**src/rtl/tmacs_pkg.sv**
```systemverilog
// Shared widths, constants and types of the trimmed-mean channel scanner.
// Used by the channel interfaces and by every module of the block.
package tmacs_pkg;

  localparam int SAMPLE_W  = 8;
  localparam int CHANNEL_W = 3;
  localparam int VOLTS_W   = 11;

  // Sum of up to five 8-bit samples.
  localparam int SUM_W = 11;

  // Average times the scale factor: 255 * 400 stays below 2**17.
  localparam int PROD_W = 17;

  localparam int DEF_SAMPLES_PER_GROUP = 5;
  localparam int DEF_CHANNELS          = 8;

  // Hundredths of a volt: 4 * (100 * avg) / 51.
  localparam int SCALE_MUL = 4 * 100;
  localparam int SCALE_DIV = 51;

  // Fraction bits of the reciprocals used for division by a constant.
  localparam int RECIP_SHIFT = 20;

  // Running extremes and sum handed from cell to cell.
  typedef struct packed {
    logic [SAMPLE_W-1:0] lo;
    logic [SAMPLE_W-1:0] hi;
    logic [SUM_W-1:0]    sum;
  } red_t;

endpackage

```
**src/rtl/tmacs_if.sv**
```systemverilog
// Valid/ready channel interfaces of the trimmed-mean channel scanner.
// Depends on tmacs_pkg for the payload widths.
interface tmacs_sample_if import tmacs_pkg::*; ();
  logic                valid;
  logic                ready;
  logic [SAMPLE_W-1:0] sample;

  modport source (output valid, output sample, input ready);
  modport sink   (input valid, input sample, output ready);
endinterface

interface tmacs_result_if import tmacs_pkg::*; ();
  logic                 valid;
  logic                 ready;
  logic [CHANNEL_W-1:0] channel;
  logic [VOLTS_W-1:0]   volts_hundredths;

  modport source (output valid, output channel, output volts_hundredths, input ready);
  modport sink   (input valid, input channel, input volts_hundredths, output ready);
endinterface

```
**src/rtl/tmacs_cell.sv**
```systemverilog
// One cell of the sample chain: holds a sample, passes it on, and folds it
// into the running minimum, maximum and sum. Depends on tmacs_pkg.
module tmacs_cell import tmacs_pkg::*; (
  input  logic                clk,
  input  logic                shift_en,
  input  logic [SAMPLE_W-1:0] samp_in,
  input  red_t                red_in,
  output logic [SAMPLE_W-1:0] samp_out,
  output red_t                red_out
);

  logic [SAMPLE_W-1:0] samp;

  always_ff @(posedge clk) begin
    if (shift_en) begin
      samp <= samp_in;
    end
  end

  always_comb begin
    red_out.lo  = (samp < red_in.lo) ? samp : red_in.lo;
    red_out.hi  = (samp > red_in.hi) ? samp : red_in.hi;
    red_out.sum = red_in.sum + SUM_W'(samp);
  end

  assign samp_out = samp;

endmodule

```
**src/rtl/tmacs_cdiv.sv**
```systemverilog
// Two-stage division by a constant: reciprocal multiply, then one
// compare-and-subtract correction. Depends on tmacs_pkg.
module tmacs_cdiv import tmacs_pkg::*; #(
  parameter int W       = SUM_W,
  parameter int DIVISOR = 3
) (
  input  logic         clk,
  input  logic         rst,
  input  logic         in_valid,
  input  logic [W-1:0] in_value,
  output logic         out_valid,
  output logic [W-1:0] out_value
);

  localparam int M_W = RECIP_SHIFT + 1;
  localparam logic [M_W-1:0] RECIP = M_W'((64'd1 << RECIP_SHIFT) / DIVISOR);
  localparam logic [W-1:0]   DIV_W = W'(DIVISOR);

  logic             v1;
  logic [W-1:0]     x1;
  logic [W-1:0]     q1;
  logic [W+M_W-1:0] full;
  logic [W-1:0]     prod;
  logic [W-1:0]     rem;

  // The truncated reciprocal makes the first quotient at most one too small.
  assign full = (W+M_W)'(in_value) * (W+M_W)'(RECIP);

  always_ff @(posedge clk) begin
    if (rst) begin
      v1        <= 1'b0;
      out_valid <= 1'b0;
    end else begin
      v1        <= in_valid;
      out_valid <= v1;
    end
  end

  always_ff @(posedge clk) begin
    x1        <= in_value;
    q1        <= full[RECIP_SHIFT +: W];
    out_value <= (rem >= DIV_W) ? q1 + W'(1) : q1;
  end

  assign prod = q1 * DIV_W;
  assign rem  = x1 - prod;

endmodule

```
**src/rtl/trimmed_mean_adc_channel_scan_core.sv**
```systemverilog
// Top level of the trimmed-mean channel scanner: sample chain, channel
// sequencing and scaling pipeline. Depends on tmacs_pkg, tmacs_if,
// tmacs_cell and tmacs_cdiv.
//
// The block takes one 8-bit converter sample per request and collects
// SAMPLES_PER_GROUP samples for the current channel, starting at channel 0.
// When a group completes, the smallest and largest sample are dropped, the
// rest are averaged (truncating) and scaled to hundredths of a volt as
// 4*(100*avg)/51, and one result carrying the channel and the value is
// emitted; the channel then advances round-robin, wrapping from CHANNELS-1 to
// 0. A sample is taken every cycle unless stalled as described below. The
// request that completes a group starts the result pipeline (trim register,
// two divide-by-constant stages, scale multiply, two divide-by-51 stages,
// output register). Samples of the next group keep flowing meanwhile; only
// the next group-completing sample waits until the previous result has been
// taken, since a single result is in flight at a time.
module trimmed_mean_adc_channel_scan_core import tmacs_pkg::*; #(
  parameter int SAMPLES_PER_GROUP = DEF_SAMPLES_PER_GROUP,
  parameter int CHANNELS          = DEF_CHANNELS
) (
  input  logic                  clk,
  input  logic                  rst,
  tmacs_sample_if.sink          samples,
  tmacs_result_if.source        results
);

  localparam int CNT_W  = $clog2(SAMPLES_PER_GROUP);
  localparam int CELLS  = SAMPLES_PER_GROUP - 1;
  localparam int KEPT   = SAMPLES_PER_GROUP - 2;

  localparam logic [CNT_W-1:0]     LAST_SLOT = CNT_W'(SAMPLES_PER_GROUP - 1);
  localparam logic [CHANNEL_W-1:0] LAST_CHAN = CHANNEL_W'(CHANNELS - 1);

  // Group bookkeeping.
  logic [CNT_W-1:0]     count;
  logic [CHANNEL_W-1:0] cur_chan;
  logic [CHANNEL_W-1:0] chan_hold;
  logic                 busy;
  logic                 last;
  logic                 take;
  logic                 done;

  // Sample chain. The incoming sample heads the reduction, so the chain
  // needs one cell fewer than the group size.
  logic [SAMPLE_W-1:0]  samp_link [CELLS+1];
  red_t                 red_link  [CELLS+1];

  // Result pipeline.
  logic                 t_valid;
  logic [SUM_W-1:0]     t_value;
  logic                 avg_valid;
  logic [SUM_W-1:0]     avg_value;
  logic                 p_valid;
  logic [PROD_W-1:0]    p_value;
  logic                 volts_valid;
  logic [PROD_W-1:0]    volts_value;
  logic [SUM_W-1:0]     trimmed;

  assign last = (count == LAST_SLOT);

  // A completing sample waits while the previous result is still in flight.
  assign samples.ready = !(last && busy);
  assign take          = samples.valid && samples.ready;
  assign done          = results.valid && results.ready;

  assign samp_link[0]    = samples.sample;
  assign red_link[0].lo  = samples.sample;
  assign red_link[0].hi  = samples.sample;
  assign red_link[0].sum = SUM_W'(samples.sample);

  for (genvar i = 0; i < CELLS; i++) begin : g_cell
    tmacs_cell u_cell (
      .clk      (clk),
      .shift_en (take),
      .samp_in  (samp_link[i]),
      .red_in   (red_link[i]),
      .samp_out (samp_link[i+1]),
      .red_out  (red_link[i+1])
    );
  end

  // Only one copy of each extreme is dropped, as when trimming a sorted group.
  assign trimmed = red_link[CELLS].sum - SUM_W'(red_link[CELLS].lo)
                   - SUM_W'(red_link[CELLS].hi);

  always_ff @(posedge clk) begin
    if (rst) begin
      count    <= '0;
      cur_chan <= '0;
      busy     <= 1'b0;
    end else begin
      if (take) begin
        if (last) begin
          count    <= '0;
          cur_chan <= (cur_chan >= LAST_CHAN) ? '0 : cur_chan + CHANNEL_W'(1);
        end else begin
          count <= count + CNT_W'(1);
        end
      end
      if (take && last) begin
        busy <= 1'b1;
      end else if (done) begin
        busy <= 1'b0;
      end
    end
  end

  always_ff @(posedge clk) begin
    if (take && last) begin
      chan_hold <= cur_chan;
      t_value   <= trimmed;
    end
  end

  always_ff @(posedge clk) begin
    if (rst) begin
      t_valid <= 1'b0;
      p_valid <= 1'b0;
    end else begin
      t_valid <= take && last;
      p_valid <= avg_valid;
    end
  end

  tmacs_cdiv #(
    .W       (SUM_W),
    .DIVISOR (KEPT)
  ) u_avg_div (
    .clk       (clk),
    .rst       (rst),
    .in_valid  (t_valid),
    .in_value  (t_value),
    .out_valid (avg_valid),
    .out_value (avg_value)
  );

  // The average of 8-bit samples fits in 8 bits.
  always_ff @(posedge clk) begin
    p_value <= PROD_W'(avg_value[SAMPLE_W-1:0]) * PROD_W'(SCALE_MUL);
  end

  tmacs_cdiv #(
    .W       (PROD_W),
    .DIVISOR (SCALE_DIV)
  ) u_scale_div (
    .clk       (clk),
    .rst       (rst),
    .in_valid  (p_valid),
    .in_value  (p_value),
    .out_valid (volts_valid),
    .out_value (volts_value)
  );

  // Output register; it is always empty when a new result arrives.
  always_ff @(posedge clk) begin
    if (rst) begin
      results.valid <= 1'b0;
    end else if (volts_valid) begin
      results.valid <= 1'b1;
    end else if (done) begin
      results.valid <= 1'b0;
    end
  end

  always_ff @(posedge clk) begin
    if (volts_valid) begin
      results.channel          <= chan_hold;
      results.volts_hundredths <= volts_value[VOLTS_W-1:0];
    end
  end

  // At most one group is anywhere in the result pipeline.
  a_one_in_flight: assert property (@(posedge clk) disable iff (rst)
    $onehot0({t_valid, avg_valid, p_valid, volts_valid, results.valid}))
    else $error("more than one result in flight");

  // A completing sample always marks the block busy.
  a_busy_after_group: assert property (@(posedge clk) disable iff (rst)
    (take && last) |=> busy)
    else $error("group completed without entering busy");

  // While a result is in flight the block stays busy.
  a_busy_covers: assert property (@(posedge clk) disable iff (rst)
    (t_valid || avg_valid || p_valid || volts_valid || results.valid) |-> busy)
    else $error("result in flight while not busy");

  // The scaled value never exceeds 20.00 V.
  a_volts_range: assert property (@(posedge clk) disable iff (rst)
    results.valid |-> (results.volts_hundredths <= VOLTS_W'(2000)))
    else $error("scaled value out of range");

  // The reported channel lies within the scanned channels.
  a_chan_range: assert property (@(posedge clk) disable iff (rst)
    results.valid |-> (results.channel <= LAST_CHAN))
    else $error("channel out of range");

endmodule

```
**src/flat_wrapper.sv**
```systemverilog
// flat-port wrapper written by rule: the top's interface ports become plain ports
module trimmed_mean_adc_channel_scan_core_flat import tmacs_pkg::*;
#(
  parameter int SAMPLES_PER_GROUP = DEF_SAMPLES_PER_GROUP,
  parameter int CHANNELS          = DEF_CHANNELS
)
  (clk, rst, samples_valid, samples_sample, samples_ready, results_valid, results_channel, results_volts_hundredths, results_ready);
  tmacs_sample_if samples_i ();
  tmacs_result_if results_i ();
  input  logic clk;
  input  logic rst;
  input wire logic [$bits(samples_i.valid)-1:0] samples_valid;
  input wire logic [$bits(samples_i.sample)-1:0] samples_sample;
  output wire logic [$bits(samples_i.ready)-1:0] samples_ready;
  output wire logic [$bits(results_i.valid)-1:0] results_valid;
  output wire logic [$bits(results_i.channel)-1:0] results_channel;
  output wire logic [$bits(results_i.volts_hundredths)-1:0] results_volts_hundredths;
  input wire logic [$bits(results_i.ready)-1:0] results_ready;
  assign samples_i.valid = samples_valid;
  assign samples_i.sample = samples_sample;
  assign samples_ready = samples_i.ready;
  assign results_valid = results_i.valid;
  assign results_channel = results_i.channel;
  assign results_volts_hundredths = results_i.volts_hundredths;
  assign results_i.ready = results_ready;
  trimmed_mean_adc_channel_scan_core #(.SAMPLES_PER_GROUP(SAMPLES_PER_GROUP), .CHANNELS(CHANNELS)) u_core (.clk(clk), .rst(rst), .samples(samples_i), .results(results_i));
endmodule
```
**config.mk**
```make
export PLATFORM = sky130hd
export DESIGN_NAME = trimmed_mean_adc_channel_scan_core_flat
export DESIGN_NICKNAME = d
export VERILOG_FILES = /design/src/rtl/tmacs_pkg.sv /design/src/rtl/tmacs_if.sv /design/src/rtl/tmacs_cell.sv /design/src/rtl/tmacs_cdiv.sv /design/src/rtl/trimmed_mean_adc_channel_scan_core.sv /design/src/flat_wrapper.sv
export SDC_FILE = /design/constraint.sdc
export NUM_CORES = 1
export LEC_CHECK = 0
export ABC_AREA = 1
export BUFFER_PORTS_ARGS = -buffer_cell sky130_fd_sc_hd__buf_2
export CAP_MARGIN = 30
export CORE_AREA = 2 2 158 160
export CTS_CLUSTER_DIAMETER = 60
export CTS_CLUSTER_SIZE = 16
export DETAILED_ROUTE_END_ITERATION = 16
export DIE_AREA = 0 0 160 162
export MAX_ROUTING_LAYER = met4
export PLACE_DENSITY = 0.78
export SLEW_MARGIN = 10
export SYNTH_ARGS = -nofsm -noshare
export SYNTH_HDL_FRONTEND = slang
export SYNTH_SLANG_ARGS = --single-unit
```
**constraint.sdc**
```tcl
create_clock -name clk -period 11.3 [get_ports clk]
set_input_delay 2.825 -clock clk [delete_from_list [all_inputs] [get_ports clk]]
set_output_delay 2.825 -clock clk [all_outputs]
set_load 0.05 [all_outputs]
```
# ---- Word-level counts from Yosys, hierarchy flattened
# Index checks and enable logic that the tools add are counted.
dict set report word_totals {
  register_bits 152
  input_bits 12
  output_inout_bits 16
}
dict set report classes {
  n_mul 5
  reduce_logical 8
  add_sub_neg 12
  eq_ne 1
  muxes 15
  magnitude_cmp 11
}
# op n
set op_table {}
lappend op_table {{2-to-1 mux 8 bit} 9}
lappend op_table {{adder 11 x 8 -> 11 bit} 3}
lappend op_table {{greater-than comparator 8 bit} 4}
lappend op_table {{< comparator 8 bit} 4}
lappend op_table {{multiplier 11 x 19 -> 30 bit (second input constant)} 1}
lappend op_table {{multiplier 13 x 11 -> 24 bit (second input constant)} 1}
lappend op_table {{subtractor 11 x 8 -> 11 bit} 2}
lappend op_table {{greater-or-equal comparator 17 x 6 -> 1 bit (second input constant)} 1}
lappend op_table {{multiplier 12 x 6 -> 17 bit (second input constant)} 1}
lappend op_table {{subtractor 17 bit} 1}
lappend op_table {{multiplier 8 x 5 -> 13 bit (second input constant)} 1}
lappend op_table {{adder 11 x 1 -> 11 bit (second input constant)} 1}
lappend op_table {{greater-or-equal comparator 11 x 2 -> 1 bit (second input constant)} 1}
lappend op_table {{multiplier 10 x 2 -> 11 bit (second input constant)} 1}
lappend op_table {{2-to-1 mux 11 bit} 1}
lappend op_table {{subtractor 11 bit} 1}
lappend op_table {{adder 8 x 8 -> 9 bit} 1}
lappend op_table {{adder 8 x 1 -> 8 bit (second input constant)} 1}
lappend op_table {{adder 3 x 1 -> 3 bit (second input constant)} 2}
lappend op_table {{2-to-1 mux 3 bit} 2}
lappend op_table {{logical AND 1 bit} 4}
lappend op_table {{nonzero test 2 bit} 2}
lappend op_table {{== test 3 bit (second input constant)} 1}
lappend op_table {{greater-or-equal comparator 3 bit (second input constant)} 1}
lappend op_table {{3 further kinds} 5}

# ---- Depth between registers and ports, before layout
# Gate-level depths: netlist (run 1).
dict set report depth {
  depth_word 10
  mapped_depth 60
}

# ---- Modules after synthesis
# From an unflattened synthesis (run 1), not the netlist that was laid out.
dict set report hier_totals {
  cells_unflattened 2634
  area_unflattened_um2 19547.5
}
# mod seq_area_each_um2 cells_per_inst area_each_um2 instances
set by_module_without_submodules {}
lappend by_module_without_submodules {{tmacs_cdiv (u_core.u_scale_div)} 880.8 875 6551.3 1}
lappend by_module_without_submodules {tmacs_cell 240.2 210 1367.6 4}
lappend by_module_without_submodules {{tmacs_cdiv (u_core.u_avg_div)} 680.7 604 4476.8 1}
lappend by_module_without_submodules {trimmed_mean_adc_channel_scan_core 1301.2 315 3049.2 1}

# ---- Worst setup path after synthesis (run 1)
# OpenSTA, ideal clock, no wires.
dict set report synth_timing {
  path_kind {input-to-reg}
  from {in samples_sample[5]}
  to {reg u_core.t_value[10] (data pin)}
  path_buffers 3
  setup_ns 0.260
  t_arrival_ns 10.891
  path_stages 47
  slack_ns 0.149
  cell_sequence {inv_1 ha_1 inv_2 nor3_2 nand2_1 nand2_4 clkbuf_1 nand2_1 o21ai_0 ha_1 a21oi_1 nor2_1 a211oi_1 nand2_2 clkbuf_1 o21ai_0 ha_1 a21oi_1 [11 not listed] nand2_1 nand2_1 fa_1 inv_1 fa_1 fa_1 inv_1 ha_1 nand3_1 nand2_1 a21oi_1 inv_1 a21oi_1 o31ai_1 nand2_1 a21oi_1 nor2_1 xor2_1}
}
dict set report synth_via {
  elab_chain_len 10
  word_cells_on_any_way 22
}
# element line
set synth_lines {}
lappend synth_lines {{start: declaration} flat_wrapper.sv:13} ;# input wire logic [$bits(samples_i.sample)-1:0] samples_sample;
lappend synth_lines {{< comparator 8 bit} tmacs_cell.sv:21} ;# red_out.lo = (samp < red_in.lo) ? samp : red_in.lo;
lappend synth_lines {{2-to-1 mux 8 bit} tmacs_cell.sv:21}
lappend synth_lines {{< comparator 8 bit} tmacs_cell.sv:21}
lappend synth_lines {{2-to-1 mux 8 bit} tmacs_cell.sv:21}
lappend synth_lines {{< comparator 8 bit} tmacs_cell.sv:21}
lappend synth_lines {{2-to-1 mux 8 bit} tmacs_cell.sv:21}
lappend synth_lines {{< comparator 8 bit} tmacs_cell.sv:21}
lappend synth_lines {{2-to-1 mux 8 bit} tmacs_cell.sv:21}
lappend synth_lines {{subtractor 11 x 8 -> 11 bit} trimmed_mean_adc_channel_scan_core.sv:83} ;# assign trimmed = red_link[CELLS].sum - SUM_W'(red_link[CELLS].lo)
lappend synth_lines {{subtractor 11 x 8 -> 11 bit (*)} trimmed_mean_adc_channel_scan_core.sv:84} ;# - SUM_W'(red_link[CELLS].hi);
lappend synth_lines {{named net u_core.trimmed[10]} trimmed_mean_adc_channel_scan_core.sv:57} ;# logic [SUM_W-1:0] trimmed;
lappend synth_lines {{end signal: assignment} trimmed_mean_adc_channel_scan_core.sv:111} ;# t_value <= trimmed;
lappend synth_lines {{end: declaration} trimmed_mean_adc_channel_scan_core.sv:50} ;# logic [SUM_W-1:0] t_value;
# Mark *: on every way through the listed nets, which the timed path passes. The rest lies on a longest branch.
# A chain may end at the register's enable or synchronous reset.

# ---- Final worst setup path (run 1)
dict set report layout_timing {
  from {in samples_sample[7]}
  to {reg u_core.t_value[10] (data pin)}
}
# Same word-level chain as after synthesis.

==> flow_metrics.py, run 1 <==
metrics = {
    "status": {
        "status": "complete, no violations",
    },
    "yosys": {
        "syn_area_um2": 14100,
        "ys.flop_type": "dfxtp_1",
        "yosysTopAreaCell": "ha_1",
        "syn-num-nets": 1922,
        "synth_cell_types": 40,
        "synth_edf_count": 60,
        "yosysTopAreaCellShare": 0.262,
        "async_flop_share": 0,
        "avgSynthCellArea_um2": 9.36,
        "ys_ff_latch": 152,
        "yosysSeqAreaShare": 0.259,
        "yosys-top-cells-area": "ha_1, fa_1, dfxtp_1",
        "synthCells": 1505,
        "ys.warnings.count": 0,
    },
    "final_layout": {
        "final_common_cell": "inv_1",
        "fillers": 1962,
        "area_growth_pct": 9.00,
        "n_antenna_cell": 0,
        "layout-drive-gt1-share": 0.0656,
        "final_cell_mix": "inv_1, ha_1, nand2_1",
        "fin_cells": 1895,
        "final_nets": 1975,
    },
    "setup_path": {
        "cpLargestDelayFamily": "adder cells",
        "worstPathMaxFanout": 15,
        "worst_path_largest_cell_delay_ns": 0.61,
        "startpoint_type": "input pin",
        "cp-end-kind": "register",
        "arrival_ns": 10.82,
        "critPathKind": "input pin to register",
        "cp.required_ns": 11.49,
        "crit_buf_inv": 8,
        "cp_slowest_cell": "fa_1",
        "cpMostUsedCell": "nand2_1",
    },
    "sta": {
        "worst_slew_pin_slew_ns": 0.765,
        "fin_setup_tns_ns": 0,
        "setup_violations": 0,
        "fin_crit_ns": 10.63,
        "max_clock_freq_mhz": 94.0,
        "final_max_slew_viol_count": 0,
        "hold_viol": 0,
        "rsz0062_at_grt": "false",
        "skew_ns": 0.0119,
        "timing.final.crit_share": 0.941,
        "relSlewSlack": 0.490,
    },
    "floorplan": {
        "initial_core_util": 0.585,
        "die_w_um": 160,
        "rows": 57,
        "ioPinCount": 28,
        "dieArea_um2": 25900,
        "core_um2": 24100,
        "die_y_um": 162,
    },
    "cts": {
        "cts_num_sinks": 152,
        "postCtsSetupBuffers": 0,
        "cts_tree": "yes",
        "clock_latency_ns": 0.44,
        "clk_pin_slew_ns": 0.07,
        "htree_levels": 4,
        "numCtsBuffers": 17,
        "cts_buffer_depth": 2,
        "cts_root_buf": "clkbuf_16",
    },
    "detailed_routing": {
        "drt-pass1-iter-count": 5,
        "detail_route.wl_per_cell_um": 14.3,
        "drtAntennaViolNets": 0,
        "drc": 0,
        "vias": 10000,
        "wl_um": 27200,
        "detail_route.vias_per_cell": 5.28,
        "first_iter_violations": 453,
    },
    "placed_design": {
        "dp_cells": 1863,
        "gp_congestion": 0.901,
        "dpl.hpwl_um": 22400,
        "portBuffers": 27,
    },
    "job": {
        "cap_violations": 0,
    },
    "global_route": {
        "first_global_vias": 10300,
        "grt_pass1_wl_um": 46800,
        "grt_remaining_overflow": 0,
        "grtUsageTotal": 0.230,
        "grt_max_degree": 19,
        "antenna_found_initial": 0,
    },
    "hold_path": {
        "hp-class": "register to register",
    },
}
synthesized netlist by cell type (3+ instances only):
cell type  instances
o21ai_0           61
inv_1            303
dfxtp_1           92
fa_1             110
a21o_1            11
edfxtp_1          60
o211ai_1           5
o21bai_1           8
nand2_1          208
nand4_1           12
o31ai_1            4
a211oi_1           9
and2_1             8
a21oi_1           81
o2111ai_1          3
clkbuf_1           5
nor2_1            58
nand3_1           51
ha_1             295
xnor2_1           20
xor2_1            64
inv_2              4
nand2_4            4
nand2_2            6
nor3_1             3
final timing paths:
path	start	cells past startpoint	endpoint	slack, ns
worst max register to register	u_core.g_cell[0].u_cell.samp_out[7]	45	u_core.t_value[10]	2.70
worst max-delay path	samples_sample[7]	47	u_core.t_value[10]	0.67
worst min register to register	u_core.u_avg_div.out_value[0]	0	u_core.p_value[4]	0.39
worst min-delay path	u_core.u_avg_div.out_value[0]	0	u_core.p_value[4]	0.39
metrics by stage:
stage	setup WS, ns	hold slack [ns]	area [um2]	util
global placement	0.0460	0.371	14700	0.610
global route	0.0129	0.399	15400	0.637
CTS	0.258	0.384	15300	0.635
finish	0.665	0.385	15400	0.637
floorplan	0.149	0.359	14100	-
detailed placement	-0.140	0.375	14700	0.610
kinds of logic after synthesis:
group / share of synthesized area
adders and majority gates: 0.418
and+or+nand+nor: 0.107
buffers and inverters: 0.0834
AOI/OAI and AO/OA: 0.0794
DFF: 0.259
xor gates and xnor gates: 0.0522
muxes: 0.000799
metal layers:
layer,wire length [um],track usage,vias up,part of all wire
li1,-,-,5005,-
met1,11500,0.263,4712,0.42
met2,13700,0.402,214,0.50
met3,1140,0.0432,69,0.042
met4,850,0.0856,0,0.031
met5,0,-,-,0
what timing repair did:
action / in CTS / in global routing
hold buffers: 0 / 0
setup endpoints to repair: 0 / 5
gates resized for setup: 0 / 32
final cells by class:
cell class / count / area (um2) / area share
Inverter: 308 / 1160 / 0.0755
Clock buffer: 17 / 425 / 0.0277
Tap cell: 324 / 405 / 0.0264
Sequential cell: 152 / 3640 / 0.237
Multi-Input combinational cell: 1040 / 9330 / 0.607
Timing Repair Buffer: 39 / 225 / 0.0147
Clock inverter: 15 / 170 / 0.0111
flip-flops by register name (all words and copies together) (netlist names), 3 cells and up:
| signal | cells |
|---|---|
| u_core.g_cell.u_cell.samp_out | 32 |
| u_core.results.volts_hundredths | 11 |
| u_core.p_value | 13 |
| u_core.u_avg_div.x1 | 11 |
| u_core.chan_hold | 3 |
| u_core.u_avg_div.q1 | 10 |
| u_core.t_value | 11 |
| u_core.count | 3 |
| u_core.u_scale_div.q1 | 12 |
| u_core.results.channel | 3 |
| u_core.cur_chan | 3 |
| u_core.u_scale_div.x1 | 13 |
| u_core.u_scale_div.out_value | 11 |
| u_core.u_avg_div.out_value | 8 |
Power of run 1 is left out: the tool's default activity adds up to more than one toggle a clock period on the data nets, which glitch-free logic cannot reach.
==> run 2: changes to the inputs <==
- CORE_AREA: 2 2 158 160 -> 3 3 159 161
- DIE_AREA: 0 0 160 162 -> 0 0 162 164
==> run 2 against run 1 <==
  * Sequential share of layout area shrank 0.060 points
  * Via count shrank 0.35%
  * Clock-buffer cell count is the same
  * First-iteration DRC count shrank 4.0%
  * Critical path depth grew 5
  * Routed wire length grew 2.6%
  * Sequential cell count is the same
  * Core utilization grew 0.16 points
  * Worst setup slack lost 0.11 ns
  * Cell count grew 0.11%
  * Clock skew shrank 0.0025 ns
  * Register-to-register slack lost 0.11 ns
==> flow_metrics.py, run 2 (synthesized netlist as in run 1, its figures left out) <==
metrics = {
    "status": {
        "status": "complete, no violations",
    },
    "detailed_routing": {
        "wl_um": 27900,
        "first_iter_violations": 435,
        "detail_route.wl_per_cell_um": 14.7,
        "drc": 0,
        "drtAntennaViolNets": 0,
        "vias": 9965,
        "drt-pass1-iter-count": 7,
        "detail_route.vias_per_cell": 5.25,
    },
    "floorplan": {
        "initial_core_util": 0.585,
        "ioPinCount": 28,
        "die_y_um": 164,
        "dieArea_um2": 26600,
        "core_um2": 24100,
        "rows": 57,
        "die_w_um": 162,
    },
    "setup_path": {
        "critPathKind": "input pin to register",
        "cp-end-kind": "register",
        "worst_path_largest_cell_delay_ns": 0.54,
        "cpMostUsedCell": "nand2_1",
        "startpoint_type": "input pin",
        "arrival_ns": 10.93,
        "cp_slowest_cell": "fa_1",
        "cp.required_ns": 11.49,
        "worstPathMaxFanout": 10,
    },
    "sta": {
        "final_max_slew_viol_count": 0,
        "hold_viol": 0,
        "timing.final.crit_share": 0.951,
        "hold-worst-slack_ns": 0.379,
        "skew_ns": 0.00937,
        "setup_violations": 0,
        "worst_slew_pin_slew_ns": 0.698,
        "relSlewSlack": 0.534,
        "fin_crit_ns": 10.74,
        "max_clock_freq_mhz": 93.1,
    },
    "final_layout": {
        "finalInstanceArea_um2": 15400,
        "final_cell_mix": "inv_1, ha_1, nand2_1",
        "fillers": 1986,
        "n_antenna_cell": 0,
        "final_nets": 1977,
        "final-seq-area_um2": 3640,
        "largest_register_ffs": 32,
        "fin_cells": 1897,
        "layout-drive-gt1-share": 0.0655,
        "multiInputGateArea_um2": 9340,
        "area_growth_pct": 9.28,
        "final_common_cell": "inv_1",
        "final_util": 0.639,
    },
    "global_route": {
        "antenna_found_initial": 0,
        "grt_max_degree": 19,
        "grtUsageTotal": 0.229,
        "grt_pass1_wl_um": 47800,
        "grt_remaining_overflow": 0,
        "first_global_vias": 10500,
    },
    "placed_design": {
        "dpl.hpwl_um": 22900,
        "dp_cells": 1864,
        "gp_congestion": 0.899,
        "portBuffers": 27,
        "postPlaceCellArea_um2": 14700,
    },
    "cts": {
        "cts_num_sinks": 152,
        "numCtsBuffers": 17,
        "cts_buffer_depth": 2,
        "clk_pin_slew_ns": 0.07,
        "htree_levels": 4,
        "cts_root_buf": "clkbuf_16",
        "cts_tree": "yes",
        "clock_latency_ns": 0.45,
    },
    "job": {
        "cap_violations": 0,
    },
    "hold_path": {
        "hp-class": "register to register",
    },
}
run 2: cell count changes in the layout (fill, tap and decap cells not counted), moves of 2 or more:
cell     previous run  this run
o21ai_2             7         4
ha_4                1         3
ha_1              294       292
o21ai_0            42        45
run 2: through the flow:
stage / worst slack (ns) / TNS [ns]
3_5_place_dp: -0.154 / -0.375
3_3_place_gp: 0.0595 / 0
6_report: 0.559 / 0
5_1_grt: -0.0153 / -0.0288
4_1_cts: 0.220 / 0
2_1_floorplan: 0.149 / 0
run 2: routing by layer:
layer,up-vias,share of wire,GRT usage
met5,-,0,-
met3,57,0.036,0.0330
met2,219,0.52,0.413
li1,5005,-,-
met4,0,0.026,0.0729
met1,4684,0.42,0.263
run 2: cell type report:
cell class | count | area share
Tap cell | 324 | 0.0263
Inverter | 308 | 0.0753
Multi-Input combinational cell | 1040 | 0.606
Sequential cell | 152 | 0.237
Timing Repair Buffer | 41 | 0.0164
Clock buffer | 17 | 0.0276
Clock inverter | 15 | 0.0113
run 2: timing repair:
item / CTS / global route
endpoints found under the hold margin: 0 / 0
hold buffers: 0 / 0
gates resized for setup: 0 / 27
setup endpoints to repair: 0 / 5
setup buffers: 0 / 1
run 2: final timing paths:
path | cells past startpoint | slack (ns) | endpoint | from
setup / recovery | 52 | 0.56 | u_core.t_value[10] | samples_sample[3]
hold / removal | 0 | 0.38 | u_core.p_value[4] | u_core.u_avg_div.out_value[0]
setup reg to reg | 50 | 2.59 | u_core.t_value[10] | u_core.g_cell[0].u_cell.samp_out[1]
hold reg to reg | 0 | 0.38 | u_core.p_value[4] | u_core.u_avg_div.out_value[0]
run 2: worst max-delay path, delay by kind of cell:
kind | cells | cell delay (ns)
AO/OA/AOI/OAI | 9 | 1.77
XOR/XNOR | 1 | 0.09
adder cells (fa/ha/maj) | 8 | 3.22
buffers and inverters | 11 | 1.01
AND/OR/NAND/NOR | 23 | 2.00
Power of run 2 is left out for the same reason.
